**src/design/brqa_pkg.sv**
```systemverilog
package brqa_pkg;

    // Array geometry
    localparam int MAX_LEN     = 65536;
    localparam int BLOCK_SIZE  = 256;
    localparam int BLOCK_COUNT = (MAX_LEN + BLOCK_SIZE - 1) / BLOCK_SIZE;

    // Widths
    localparam int IDX_W   = $clog2(MAX_LEN);
    localparam int BLK_W   = $clog2(BLOCK_SIZE);
    localparam int BIDX_W  = IDX_W - BLK_W;
    localparam int FIELD_W = 16;
    localparam int VAL_W   = 32;
    localparam int EXT_W   = ((IDX_W > FIELD_W) ? IDX_W : FIELD_W) + 1;

    // Function codes of an input beat
    typedef enum logic [1:0] {
        FUNC_LOAD  = 2'd0,
        FUNC_ADD   = 2'd1,
        FUNC_QUERY = 2'd2
    } t_func;

    // Datapath operations
    typedef enum logic [1:0] {
        OP_WRITE = 2'd0,
        OP_ELEM  = 2'd1,
        OP_TAG   = 2'd2,
        OP_QUERY = 2'd3
    } t_op;

    // One command from the sequencer to the datapath
    typedef struct packed {
        logic              valid;
        t_op               op;
        logic [IDX_W-1:0]  elem_addr;
        logic [BIDX_W-1:0] tag_addr;
        logic [VAL_W-1:0]  value;
        logic              zero;
    } t_cmd;

endpackage

```
**src/design/brqa_seq.sv**
```systemverilog
module brqa_seq (
    input  logic                          i_clk,
    input  logic                          i_rst_n,
    input  logic                          i_start,
    input  logic [1:0]                    i_func,
    input  logic [brqa_pkg::FIELD_W-1:0]  i_left_index,
    input  logic [brqa_pkg::FIELD_W-1:0]  i_right_index,
    input  logic [brqa_pkg::VAL_W-1:0]    i_operand_value,
    output logic                          o_busy,
    output brqa_pkg::t_cmd                o_cmd
);

    typedef enum logic [5:0] {
        S_IDLE  = 6'b000001,
        S_LOAD  = 6'b000010,
        S_ELEM  = 6'b000100,
        S_TAG   = 6'b001000,
        S_QUERY = 6'b010000,
        S_DRAIN = 6'b100000
    } t_state;

    t_state                          r_state, n_state;
    logic [brqa_pkg::IDX_W-1:0]      r_cur, n_cur;
    logic [brqa_pkg::IDX_W-1:0]      r_end, n_end;
    logic [brqa_pkg::IDX_W-1:0]      r_hi, n_hi;
    logic [brqa_pkg::BIDX_W-1:0]     r_bl, n_bl;
    logic [brqa_pkg::BIDX_W-1:0]     r_br, n_br;
    logic [brqa_pkg::BIDX_W-1:0]     r_tcur, n_tcur;
    logic                            r_split, n_split;
    logic                            r_second, n_second;
    logic                            r_zero, n_zero;
    logic [brqa_pkg::VAL_W-1:0]      r_value, n_value;

    // Input indices, extended for range checks
    logic [brqa_pkg::EXT_W-1:0]      left_ext, right_ext;
    logic [brqa_pkg::IDX_W-1:0]      lo_idx, hi_idx;
    logic [brqa_pkg::BIDX_W-1:0]     lo_blk, hi_blk;
    logic                            left_oob;
    logic [brqa_pkg::BIDX_W:0]       blk_gap;
    logic [brqa_pkg::BIDX_W:0]       tcur_next;

    assign left_ext  = brqa_pkg::EXT_W'(i_left_index);
    assign right_ext = brqa_pkg::EXT_W'(i_right_index);
    assign left_oob  = left_ext >= brqa_pkg::EXT_W'(brqa_pkg::MAX_LEN);
    assign lo_idx    = brqa_pkg::IDX_W'(left_ext);
    // Clamp the range end to the last element
    assign hi_idx    = (right_ext >= brqa_pkg::EXT_W'(brqa_pkg::MAX_LEN)) ?
                       brqa_pkg::IDX_W'(brqa_pkg::MAX_LEN - 1) :
                       brqa_pkg::IDX_W'(right_ext);
    assign lo_blk    = lo_idx[brqa_pkg::IDX_W-1:brqa_pkg::BLK_W];
    assign hi_blk    = hi_idx[brqa_pkg::IDX_W-1:brqa_pkg::BLK_W];
    assign blk_gap   = {1'b0, r_br} - {1'b0, r_bl};
    assign tcur_next = {1'b0, r_tcur} + 1'b1;

    assign o_busy = (r_state != S_IDLE);

    // Sequencer: issues load and query commands; a range add walks the partial blocks, then the whole-block tags
    always_comb begin
        n_state  = r_state;
        n_cur    = r_cur;
        n_end    = r_end;
        n_hi     = r_hi;
        n_bl     = r_bl;
        n_br     = r_br;
        n_tcur   = r_tcur;
        n_split  = r_split;
        n_second = r_second;
        n_zero   = r_zero;
        n_value  = r_value;

        o_cmd.valid     = 1'b0;
        o_cmd.op        = brqa_pkg::OP_WRITE;
        o_cmd.elem_addr = r_cur;
        o_cmd.tag_addr  = r_tcur;
        o_cmd.value     = r_value;
        o_cmd.zero      = r_zero;

        unique case (r_state)
            S_IDLE: begin
                if (i_start) begin
                    n_value = i_operand_value;
                    n_cur   = lo_idx;
                    unique case (brqa_pkg::t_func'(i_func))
                        brqa_pkg::FUNC_LOAD: begin
                            if (!left_oob) begin
                                n_state = S_LOAD;
                            end
                        end
                        brqa_pkg::FUNC_ADD: begin
                            if (!left_oob && (lo_idx <= hi_idx)) begin
                                n_hi     = hi_idx;
                                n_bl     = lo_blk;
                                n_br     = hi_blk;
                                n_split  = (lo_blk != hi_blk);
                                n_second = 1'b0;
                                n_end    = (lo_blk == hi_blk) ? hi_idx :
                                           {lo_blk, {brqa_pkg::BLK_W{1'b1}}};
                                n_state  = S_ELEM;
                            end
                        end
                        brqa_pkg::FUNC_QUERY: begin
                            n_zero  = left_oob;
                            n_tcur  = lo_blk;
                            n_state = S_QUERY;
                        end
                        default: begin
                            n_state = S_IDLE;
                        end
                    endcase
                end
            end
            S_LOAD: begin
                o_cmd.valid = 1'b1;
                o_cmd.op    = brqa_pkg::OP_WRITE;
                n_state     = S_IDLE;
            end
            S_ELEM: begin
                o_cmd.valid = 1'b1;
                o_cmd.op    = brqa_pkg::OP_ELEM;
                n_cur       = r_cur + 1'b1;
                if (r_cur == r_end) begin
                    if (r_split && !r_second) begin
                        // second partial block
                        n_second = 1'b1;
                        n_cur    = {r_br, {brqa_pkg::BLK_W{1'b0}}};
                        n_end    = r_hi;
                    end else if (r_split && (blk_gap > 1)) begin
                        n_tcur  = r_bl + 1'b1;
                        n_state = S_TAG;
                    end else begin
                        n_state = S_DRAIN;
                    end
                end
            end
            S_TAG: begin
                o_cmd.valid = 1'b1;
                o_cmd.op    = brqa_pkg::OP_TAG;
                n_tcur      = brqa_pkg::BIDX_W'(tcur_next);
                if (tcur_next == {1'b0, r_br}) begin
                    n_state = S_DRAIN;
                end
            end
            S_QUERY: begin
                o_cmd.valid = 1'b1;
                o_cmd.op    = brqa_pkg::OP_QUERY;
                n_state     = S_DRAIN;
            end
            S_DRAIN: begin
                n_state = S_IDLE;
            end
            default: begin
                n_state = S_IDLE;
            end
        endcase
    end

    // Control state
    always_ff @(posedge i_clk) begin
        if (!i_rst_n) begin
            r_state <= S_IDLE;
        end else begin
            r_state <= n_state;
        end
    end

    // Walk registers
    always_ff @(posedge i_clk) begin
        r_cur    <= n_cur;
        r_end    <= n_end;
        r_hi     <= n_hi;
        r_bl     <= n_bl;
        r_br     <= n_br;
        r_tcur   <= n_tcur;
        r_split  <= n_split;
        r_second <= n_second;
        r_zero   <= n_zero;
        r_value  <= n_value;
    end

endmodule

```
**config.mk**
```make
export PLATFORM = sky130hd
export DESIGN_NAME = brqa_seq
export DESIGN_NICKNAME = d
export VERILOG_FILES = /design/src/design/brqa_pkg.sv /design/src/design/brqa_seq.sv
export SDC_FILE = /design/constraint.sdc
export NUM_CORES = 1
export LEC_CHECK = 0
export ABC_AREA = 0
export BUFFER_PORTS_ARGS = -buffer_cell sky130_fd_sc_hd__buf_2
export CORE_ASPECT_RATIO = 0.9
export CORE_MARGIN = 3
export CORE_UTILIZATION = 50
export DETAILED_ROUTE_END_ITERATION = 10
export GPL_TIMING_DRIVEN = 0
export PLACE_DENSITY_LB_ADDON = 0.05
export SLEW_MARGIN = 20
export SYNTH_ARGS = -nofsm -noshare
export SYNTH_HDL_FRONTEND = slang
export SYNTH_SLANG_ARGS = --single-unit
```
**constraint.sdc**
```tcl
create_clock -name i_clk -period 13.4 [get_ports i_clk]
set_input_delay 2.68 -clock i_clk [delete_from_list [all_inputs] [get_ports i_clk]]
set_output_delay 2.68 -clock i_clk [all_outputs]
set_load 0.02 [all_outputs]
```
== Word level (Yosys, flattened, before mapping) ==
Index checks and enable logic that the tools add are counted.

* $add $sub $neg: 4
* Multiply operators: 0
* Div/mod/pow operators: 0
* Order comparisons: 4
* Equality and inequality tests: 23
* Shift operators: 0
* Mux-type cells: 34
* Bitwise operators: 0
* Reductions and logical operators: 15

{| class="wikitable"
|+ Operator list
! cell !! number
|-
| $mux 16 || 10
|-
| $pmux 16 s2 || 2
|-
| $mux 6 || 7
|-
| $mux 8 || 5
|-
| $ge 16x17->1 const B || 2
|-
| $pmux 6 s4 || 1
|-
| $pmux 8 s3 || 1
|-
| $pmux 6 s3 || 1
|-
| $reduce_and 6->1 || 3
|-
| $add 16x1->16 const B || 1
|-
| $eq 16x16->1 || 1
|-
| $le 16x16->1 || 1
|-
| $ne 2x2->1 const B || 7
|-
| $pmux 3 s4 || 1
|-
| $add 8x1->9 const B || 1
|-
| $eq 9x8->1 || 1
|-
| $gt 9x1->1 const B || 1
|-
| $sub 8x8->9 || 1
|-
| $add 8x1->8 const B || 1
|-
| $eq 8x8->1 || 1
|-
| $ne 8x8->1 || 1
|-
| $eq 6x1->1 const B || 1
|-
| $eq 6x2->1 const B || 1
|-
| $eq 6x3->1 const B || 1
|-
| 17 further kinds || 27
|}

* Register bits after elaboration: 113
* Bits in latches: 0
* RAM bits: 0
* Memory bits (read-only): 0
* Output and inout bits: 61
* Word-level logic and storage cells: 91
* Memories: 0

== Longest topological paths before layout ==
Gate-level depths: netlist (run 1).

* Depth in word-level cells: 8
* Gate-level depth with buffers: 11

== Least setup slack after synthesis (run 1) ==
No wires, ideal clock.

* Kind: input to register
* Start: input i_right_index[15] (netlist bit)
* End: register r_bl[0] (netlist bit) (enable)
* Arrival time: 5.628 ns
* Data required time: 12.959 ns
* Slack: 7.331 ns
* Stages: 8
* Buffers on the path: 0
* Cells stage by stage: inv_1 > ha_1 > and3_1 > nand4_1 > nor2_1 > a211oi_1 > nor2_1 > nor3_1

* Longest elaborated chain between the ends: 5

{| class="wikitable"
|+ Ends and longest elaborated chain
! what !! RTL line !! source
|-
| start, declared || brqa_seq.sv:7 || <nowiki>input logic [brqa_pkg::FIELD_W-1:0] i_right_index,</nowiki>
|-
| $ge 16x17->1 || brqa_seq.sv:47 || <nowiki>assign hi_idx = (right_ext >= brqa_pkg::EXT_W'(brqa_pkg::MAX_LEN)) ?</nowiki>
|-
| $mux 16 (*) || brqa_seq.sv:47 ||
|-
| $le 16x16->1 (*) || brqa_seq.sv:90 || <nowiki>if (!left_oob && (lo_idx <= hi_idx)) begin</nowiki>
|-
| $logic_and 1x1->1 (*) || brqa_seq.sv:90 ||
|-
| $reduce_and 4->1 (no source line) (*) || -- ||
|-
| end signal, assigned || brqa_seq.sv:171 || <nowiki>r_bl <= n_bl;</nowiki>
|-
| end, declared || brqa_seq.sv:26 || <nowiki>logic [brqa_pkg::BIDX_W-1:0] r_bl, n_bl;</nowiki>
|}

Every way passes the cells marked *; elsewhere a longest branch is shown, timed or not.
A chain may end at the register's enable or synchronous reset.

== Final worst setup path (run 1) ==
* Start: input i_left_index[15] (netlist bit)
* End: register r_bl[7] (netlist bit) (enable)

* Longest elaborated chain between the ends: 4
* Elaborated cells on any way between the ends: 5
* Those cells by class: 2 x order compare; 3 x reduce/logical

{| class="wikitable"
|+ Ends and longest elaborated chain
! what !! RTL line !! source
|-
| start, declared || brqa_seq.sv:6 || <nowiki>input logic [brqa_pkg::FIELD_W-1:0] i_left_index,</nowiki>
|-
| $ge 16x17->1 || brqa_seq.sv:44 || <nowiki>assign left_oob = left_ext >= brqa_pkg::EXT_W'(brqa_pkg::MAX_LEN);</nowiki>
|-
| $logic_not 1->1 || brqa_seq.sv:90 ||
|-
| $logic_and 1x1->1 (*) || brqa_seq.sv:90 ||
|-
| $reduce_and 4->1 (no source line) (*) || -- ||
|}

Marked as above.

==> results_tabular.tex, run 1 <==
\begin{tabular}{lr}
\hline
Metric & Value \\
\hline
\multicolumn{2}{l}{\textbf{Run status}} \\
Status & completed \\
\multicolumn{2}{l}{\textbf{Drt}} \\
1st-iter DRT viols & 353 \\
Final antenna-violating net count & 0 \\
First-pass iteration count of the detailed router & 5 \\
Routed vias/inst & 5.53 \\
Total wire length & 14.1 mm \\
Detail-routed net length per standard cell & 17.2 µm \\
Total number of vias & 4,549 \\
\# DRC & 0 \\
\multicolumn{2}{l}{\textbf{Clock network}} \\
CTS hold repair buffers & 0 \\
CTS tree & built \\
Total clock buffers created by CTS & 9 \\
Root buffer cell & sky130\_fd\_sc\_hd\_\_clkbuf\_16 \\
Post-cts gate resize count & 0 \\
Number of H-tree levels & 3 \\
Source-to-sink clock delay at the later pin of the worst-skew pair & 350 ps \\
Number of clock sinks & 104 \\
Post-CTS setup buffer count & 0 \\
Worst-case clock buffer depth & 2 \\
Clock slew at the register clock pins of the worst setup and hold paths & 70 ps \\
\multicolumn{2}{l}{\textbf{Placement}} \\
Cell Area, Placed & 6590 µm² \\
Routability congestion estimate & 0.810 \\
Hpwl dp & 11.0 mm \\
Port bufs & 128 \\
Setup Slack @ Placement & 7640 ps \\
\multicolumn{2}{l}{\textbf{GRT}} \\
Number of antenna violations at the first check in global routing & 0 \\
Leftover overflow at the end of global routing & 0 \\
Met2 track demand over resource & 0.342 \\
Global Route met1 Usage & 0.317 \\
Via count of the first global-routing pass & 4,537 \\
All-layer global routing usage & 0.228 \\
Global-route wire length before repair & 22.5 mm \\
Largest net degree at the start of global routing & 33 \\
Global route hottest layer & met2 \\
Global routing met3 resource utilization & 0.0788 \\
\multicolumn{2}{l}{\textbf{Worst setup path}} \\
Register-to-register setup slack & 9870 ps \\
Critical path cell sequence & buf\_2, ha\_1, and3\_1, nand4\_1, o21ai\_0, a211oi\_1, nor2\_1, nor3\_2, buf\_6, buf\_6, buf\_4 \\
Critical path class & in -> reg \\
Crit path DAT & 5490 ps \\
Crit. End Element & register \\
Top delay family on crit path & simple AND/OR/NAND/NOR gates \\
Delay contributed by the slowest stage of the critical path & 520 ps \\
Worst Path Max Fanout & 8 \\
Most used cell, CP & sky130\_fd\_sc\_hd\_\_buf\_6 \\
Crit path required time & 13,460 ps \\
Critical-path top delay cell & sky130\_fd\_sc\_hd\_\_nor3\_2 \\
Buf+Inv Stages, Crit Path & 4 \\
CP Launch Type & input pin \\
\multicolumn{2}{l}{\textbf{Cells and area}} \\
Number of antenna cells inserted & 0 \\
Multi-input combinational cell area & 2470 µm² \\
Synthesis-to-layout area growth & 20.4\% \\
Most common library cell in the layout ignoring fill and taps & sky130\_fd\_sc\_hd\_\_buf\_2 \\
Final net count & 762 \\
Fraction of layout instances using a drive strength above 1 & 0.246 \\
Most used cells in the layout excluding fill and tap cells & sky130\_fd\_sc\_hd\_\_buf\_2, sky130\_fd\_sc\_hd\_\_edfxtp\_1, sky130\_fd\_sc\_hd\_\_nand2\_1 \\
Final std cell area, no fill & 6880 µm² \\
\# fillers & 964 \\
Register area & 3060 µm² \\
\multicolumn{2}{l}{\textbf{STA}} \\
Final Slew Violations & 0 \\
Remaining max-slew budget at the tightest pin & 0.429 \\
Upper clock frequency limit & 184 MHz \\
Final setup violation count & 0 \\
Sum of negative setup slack & 0 ps \\
Tmin final & 5430 ps \\
Fin Clk Skew & 7.94 ps \\
Final hold vios & 0 \\
RSZ-0062 raised after global routing & no \\
Final Worst Setup Slack & 7970 ps \\
Period utilisation layout & 0.405 \\
Worst-Margin Slew & 856 ps \\
\multicolumn{2}{l}{\textbf{Yosys}} \\
Warning count from the yosys run & 0 \\
Count of flip-flops with a built-in enable after synthesis & 98 \\
Share of synthesized area spent on multiplexers & 0.0105 \\
Syn nets & 619 \\
Cell area after technology mapping & 5720 µm² \\
Count of mapped cells out of synthesis & 522 \\
Synth cell types & 62 \\
Average footprint of a synthesized cell & 11.0 µm² \\
Arithmetic-cell share of the synthesized area counting full adders, half adders and majority gates & 0.0626 \\
Share of the synthesized area in the top cell type & 0.515 \\
Cells taking the most area after synthesis & sky130\_fd\_sc\_hd\_\_edfxtp\_1, sky130\_fd\_sc\_hd\_\_xnor2\_1, sky130\_fd\_sc\_hd\_\_ha\_1 \\
Simple logic cell fraction of the synthesized area & 0.152 \\
Sequential cell area fraction in the yosys report & 0.536 \\
Cell taking the most area after synthesis & sky130\_fd\_sc\_hd\_\_edfxtp\_1 \\
Synthesis-stage register bit count & 104 \\
Fraction of synthesized cell area in xor and xnor cells & 0.0902 \\
Main combinational cell family by area after synthesis & simple AND/OR/NAND/NOR gates \\
Compound-cell area share of the yosys netlist & 0.114 \\
Ys async rst share & 0 \\
Top FF cell, synth & sky130\_fd\_sc\_hd\_\_edfxtp\_1 \\
\multicolumn{2}{l}{\textbf{Power and ir drop}} \\
Power per cell area & 125 nW/µm² \\
Worst IR Drop VDD & 0.112 mV \\
Leakage power of the design & 2.79 nW \\
\multicolumn{2}{l}{\textbf{Floorplanning}} \\
Height of the chip & 107 µm \\
Width of the die & 119 µm \\
Area of the die & 12,800 µm² \\
Initial cell density of the core & 0.520 \\
Number of primary I/O pins & 130 \\
Area inside the core boundary & 11,000 µm² \\
Site Rows & 36 \\
\multicolumn{2}{l}{\textbf{Job}} \\
Number of max-capacitance violations reported & 0 \\
\multicolumn{2}{l}{\textbf{Min path}} \\
Tightest Hold Check Type & reg -> reg \\
\hline
\end{tabular}
-- registers in the layout, indices dropped and copies added (netlist names) --
name / flops
r_value: 32
r_hi: 16
r_end: 16
r_second: 1
r_bl: 8
r_tcur: 8
r_cur: 16
r_split: 1
r_state: 6
-- kinds of logic after synthesis --
kind of cell / after synthesis
other: 1
and+or+nand+nor: 179
DFF: 104
buffers and inverters: 47
AOI/OAI and AO/OA: 102
adders and majority gates: 28
muxes: 6
xor gates and xnor gates: 55
-- worst paths after layout --
path                                  startpoint   endpoint  depth (start not counted)
worst max register to register          r_cur[2]  r_end[15]                          7
worst min register to register           r_hi[0]   r_end[0]                          2
worst min-delay path                     r_hi[0]   r_end[0]                          2
worst max-delay path            i_left_index[15]    r_bl[7]                         11
-- synth_stat cells, drive strengths merged (2+ instances only) --
cell type,count
nand2b,3
a211o,2
or2b,2
o22ai,2
a21o,2
buf,3
nor3b,2
o2111a,2
inv,29
o21a,2
xor2,10
dfxtp,6
o211ai,3
nor2,45
nor4b,2
mux2i,6
a211oi,5
nor4,4
o221ai,4
ha,27
nor2b,4
edfxtp,98
nand4,8
clkbuf,15
and3,9
nor3,22
a22oi,3
xnor2,44
or3,3
nand2,55
o21ai,36
a21oi,22
nand3,15
o31ai,9
-- cell type report --
cell class	instances	area share
well taps	152	0.0276
clock inverters	6	0.00891
repair buffers	132	0.0981
inverters	29	0.0158
multi-input cells	371	0.358
clock buffers	10	0.0333
plain buffers	18	0.0131
flip-flops and latches	104	0.445
-- power breakdown --
| part | total [mW] | internal, mW | switching, mW |
|---|---|---|---|
| logic | 0.184 | 0.0691 | 0.115 |
| clock network | 0.256 | 0.131 | 0.125 |
| registers | 0.423 | 0.400 | 0.0231 |
| total | 0.863 | 0.600 | 0.263 |
-- metal layers --
metal / part of all wire / wire length [µm]
met1: 0.45 / 6320
met2: 0.44 / 6230
met3: 0.097 / 1360
met4: 0.014 / 204
met5: 0 / 0
-- worst reg2reg max path, stage by stage, from the launching register on --
cell and delay, ps:
sky130_fd_sc_hd__edfxtp_1 460, sky130_fd_sc_hd__xnor2_1 280, sky130_fd_sc_hd__nand4_1 130, sky130_fd_sc_hd__nor4_1 680, sky130_fd_sc_hd__nand2b_1 300, sky130_fd_sc_hd__clkbuf_1 350
sky130_fd_sc_hd__o21ai_0 240, sky130_fd_sc_hd__and2_1 710
-- stage by stage --
stage | hold WS (ps) | power [mW] | utilization | cells
floorplan | 527 | 0.547 | - | 522
global route | 604 | 0.905 | 0.626 | 822
global placement | 535 | 0.608 | 0.596 | 802
CTS | 568 | 0.869 | 0.626 | 822
detailed placement | 544 | 0.614 | 0.600 | 806
finish | 562 | 0.863 | 0.626 | 822
(Power assumes the default switching activity.)
==> run 2: changes to the inputs <==
CORE_UTILIZATION = 49   (was 50)
clock period = 4.7 ns   (was 13.4 ns; I/O delays follow)
==> results_tabular.tex, run 2 (synthesized netlist as in run 1, its figures left out) <==
\begin{tabular}{lr}
\hline
Metric & Value \\
\hline
\multicolumn{2}{l}{\textbf{Placement}} \\
Routability congestion estimate & 0.823 (was 0.810) \\
Port bufs & 128 (unchanged) \\
Placed instance count & 806 (unchanged) \\
Cell Area, Placed & 6590 µm² (about the same) \\
Hpwl dp & 11.2 mm (was 11.0 mm) \\
\multicolumn{2}{l}{\textbf{Clock network}} \\
Root buffer cell & sky130\_fd\_sc\_hd\_\_clkbuf\_16 (unchanged) \\
Worst-case clock buffer depth & 2 (unchanged) \\
Post-CTS setup buffer count & 0 (unchanged) \\
Number of clock sinks & 104 (unchanged) \\
Clock slew at the register clock pins of the worst setup and hold paths & 70 ps (about the same) \\
Total clock buffers created by CTS & 9 (unchanged) \\
Number of H-tree levels & 3 (unchanged) \\
Post-cts gate resize count & 0 (unchanged) \\
CTS hold repair buffers & 0 (unchanged) \\
CTS tree & built (unchanged) \\
Source-to-sink clock delay at the later pin of the worst-skew pair & 350 ps (about the same) \\
\multicolumn{2}{l}{\textbf{STA}} \\
Final hold vios & 0 (unchanged) \\
Fin Clk Skew & 12.1 ps (was 7.94 ps) \\
Period utilisation layout & 0.783 \\
Worst-Margin Slew & 886 ps (was 856 ps) \\
Tmin final & 3680 ps \\
Final setup violation count & 0 (unchanged) \\
Remaining max-slew budget at the tightest pin & 0.409 (was 0.429) \\
RSZ-0062 raised after global routing & no (unchanged) \\
Upper clock frequency limit & 272 MHz \\
Sum of negative setup slack & 0 ps (unchanged) \\
Final Slew Violations & 0 (unchanged) \\
Final hold slack & 564 ps (was 562 ps) \\
\multicolumn{2}{l}{\textbf{GRT}} \\
Via count of the first global-routing pass & 4,468 (was 4,537) \\
All-layer global routing usage & 0.231 (was 0.228) \\
Global-route wire length before repair & 23.1 mm (was 22.5 mm) \\
Largest net degree at the start of global routing & 33 (unchanged) \\
Leftover overflow at the end of global routing & 0 (unchanged) \\
Number of antenna violations at the first check in global routing & 0 (unchanged) \\
\multicolumn{2}{l}{\textbf{Worst setup path}} \\
Critical path cell sequence & buf\_2, ha\_1, and3\_1, nand4\_1, o21ai\_0, a211oi\_1, nor2\_1, nor3\_2, buf\_4, buf\_6, buf\_4 (was buf\_2, ha\_1, and3\_1, nand4\_1, o21ai\_0, a211oi\_1, nor2\_1, nor3\_2, buf\_6, buf\_6, buf\_4) \\
Reg-to-reg critical path endpoint & r\_tcur[4] (was r\_end[15]) \\
Register-to-register setup slack & 1080 ps (was 9870 ps) \\
Worst Path Max Fanout & 9 (was 8) \\
Register-to-Register Path Depth & 12 (was 7) \\
Critical path class & in -> reg (unchanged) \\
Launching point of the worst reg2reg path & r\_hi[8] (was r\_cur[2]) \\
Crit path DAT & 3740 ps (was 5490 ps) \\
Crit path required time & 4760 ps (was 13,460 ps) \\
Crit. End Element & register (unchanged) \\
Most used cell, CP & sky130\_fd\_sc\_hd\_\_buf\_4 (was sky130\_fd\_sc\_hd\_\_buf\_6) \\
Top delay family on crit path & simple AND/OR/NAND/NOR gates (unchanged) \\
Delay contributed by the slowest stage of the critical path & 410 ps (was 520 ps) \\
CP Launch Type & input pin (unchanged) \\
Critical-path top delay cell & sky130\_fd\_sc\_hd\_\_nor3\_2 (unchanged) \\
Buf+Inv Stages, Crit Path & 4 (unchanged) \\
\multicolumn{2}{l}{\textbf{Drt}} \\
Met3 wirelength from detailed routing & 1.50 mm (was 1.36 mm) \\
Wire length on met1 & 6.45 mm (was 6.32 mm) \\
Wire length on met2 & 6.40 mm (was 6.23 mm) \\
Top routing layer in use & met4 (unchanged) \\
Routed vias/inst & 5.52 (was 5.53) \\
Total wire length & 14.5 mm (was 14.1 mm) \\
Detail-routed net length per standard cell & 17.7 µm (was 17.2 µm) \\
Final antenna-violating net count & 0 (unchanged) \\
\# DRC & 0 (unchanged) \\
1st-iter DRT viols & 352 (was 353) \\
First-pass iteration count of the detailed router & 5 (unchanged) \\
Total number of vias & 4,543 (was 4,549) \\
\multicolumn{2}{l}{\textbf{Power and ir drop}} \\
Leakage power of the design & 2.79 nW (about the same) \\
Net switching share of the total power & 0.309 (was 0.305) \\
Post-layout total power & 2.48 mW (was 863 µW) \\
Power per cell area & 360 nW/µm² (was 125 nW/µm²) \\
Clock power share & 0.301 (was 0.296) \\
Logic gate share of total power & 0.212 (was 0.214) \\
Worst IR Drop VDD & 0.251 mV (was 0.112 mV) \\
Switching power total & 766 µW (was 263 µW) \\
Power Internal & 1.71 mW (was 600 µW) \\
Sequential share of power & 0.487 (was 0.490) \\
\multicolumn{2}{l}{\textbf{Cells and area}} \\
\# fillers & 937 (was 964) \\
Final net count & 762 (unchanged) \\
Register ranked first by flip-flop count & r\_value (unchanged) \\
Register area & 3060 µm² (unchanged) \\
Synthesis-to-layout area growth & 20.5\% (was 20.4\%) \\
Most used cells in the layout excluding fill and tap cells & sky130\_fd\_sc\_hd\_\_buf\_2, sky130\_fd\_sc\_hd\_\_edfxtp\_1, sky130\_fd\_sc\_hd\_\_nand2\_1 (unchanged) \\
Number of flip-flops in the largest register & 32 (unchanged) \\
Fraction of layout instances using a drive strength above 1 & 0.246 (unchanged) \\
Most common library cell in the layout ignoring fill and taps & sky130\_fd\_sc\_hd\_\_buf\_2 (unchanged) \\
Final std cell area, no fill & 6890 µm² (was 6880 µm²) \\
Multi-input combinational cell area & 2470 µm² (unchanged) \\
Final cell count without fillers & 823 (was 822) \\
\multicolumn{2}{l}{\textbf{Min path}} \\
HP Start & r\_hi[5] (was r\_hi[0]) \\
Tightest Hold Check Type & reg -> reg (unchanged) \\
Min-Delay Path Depth & 2 (unchanged) \\
Worst hold path endpoint & r\_end[5] (was r\_end[0]) \\
\multicolumn{2}{l}{\textbf{Run status}} \\
Status & completed (unchanged) \\
\multicolumn{2}{l}{\textbf{Floorplanning}} \\
Number of primary I/O pins & 130 (unchanged) \\
Area inside the core boundary & 11,100 µm² (was 11,000 µm²) \\
Height of the chip & 108 µm (was 107 µm) \\
Site Rows & 36 (unchanged) \\
Initial cell density of the core & 0.514 (was 0.520) \\
Width of the die & 120 µm (was 119 µm) \\
Area of the die & 13,000 µm² (was 12,800 µm²) \\
\multicolumn{2}{l}{\textbf{Job}} \\
Number of max-capacitance violations reported & 0 (unchanged) \\
\hline
\end{tabular}
## run 2: changes by cell type in the layout (fill, tap and decap cells not counted)
cell | before | now
sky130_fd_sc_hd__inv_8 | 1 | 3
sky130_fd_sc_hd__diode_2 | 0 | 1
sky130_fd_sc_hd__inv_6 | 3 | 2
sky130_fd_sc_hd__clkbuf_1 | 14 | 13
sky130_fd_sc_hd__buf_6 | 3 | 2
sky130_fd_sc_hd__buf_4 | 2 | 3
sky130_fd_sc_hd__clkinvlp_4 | 1 | 0
sky130_fd_sc_hd__clkinv_1 | 0 | 1
## run 2: power groups by stage
stage	sequential [mW]	combinational, mW	clock (mW)
6_report	1.21	0.525	0.747
5_1_grt	1.22	0.577	0.794
4_1_cts	1.21	0.527	0.765
3_5_place_dp	1.23	0.526	0
3_3_place_gp	1.23	0.510	0
2_1_floorplan	1.30	0.261	0
## run 2: per-stage QoR
| step | worst slack, ps | utilization |
|---|---|---|
| 6_report | 1020 | 0.619 |
| 5_1_grt | 802 | 0.619 |
| 4_1_cts | 1090 | 0.619 |
| 3_5_place_dp | 706 | 0.592 |
| 3_3_place_gp | -1220 | 0.589 |
| 2_1_floorplan | 371 | - |
## run 2: worst max-delay path by stage
stage,end,cells after the start,from,slack (ps)
2_1_floorplan,r_bl[0],8,i_right_index[15],370
3_3_place_gp,r_hi[5],8,i_left_index[15],-1220
3_5_place_dp,r_bl[5],11,i_left_index[15],710
4_1_cts,r_bl[5],11,i_left_index[15],1090
5_1_grt,r_bl[6],11,i_left_index[15],800
6_report,r_bl[5],11,i_left_index[15],1020
## run 2: area by class of cell
class / count / share of cell area
clock buffers: 9 / 0.0327
diodes: 1 / 0.000363
flip-flops and latches: 104 / 0.445
plain buffers: 18 / 0.0131
repair buffers: 132 / 0.0975
multi-input cells: 371 / 0.358
inverters: 29 / 0.0158
well taps: 152 / 0.0276
clock inverters: 7 / 0.0104
## run 2: routing by layer
| metal | vias up | global-route usage |
|---|---|---|
| met5 | - | 0 |
| met4 | 0 | 0.0581 |
| met3 | 13 | 0.0826 |
| met2 | 203 | 0.353 |
| met1 | 2134 | 0.316 |
| li1 | 2193 | - |
## run 2: worst min-delay path, cell delays in order, from the launching register on
cell and delay [ps]:
sky130_fd_sc_hd__edfxtp_1 330, sky130_fd_sc_hd__nor2_1 40, sky130_fd_sc_hd__nor2_1 80
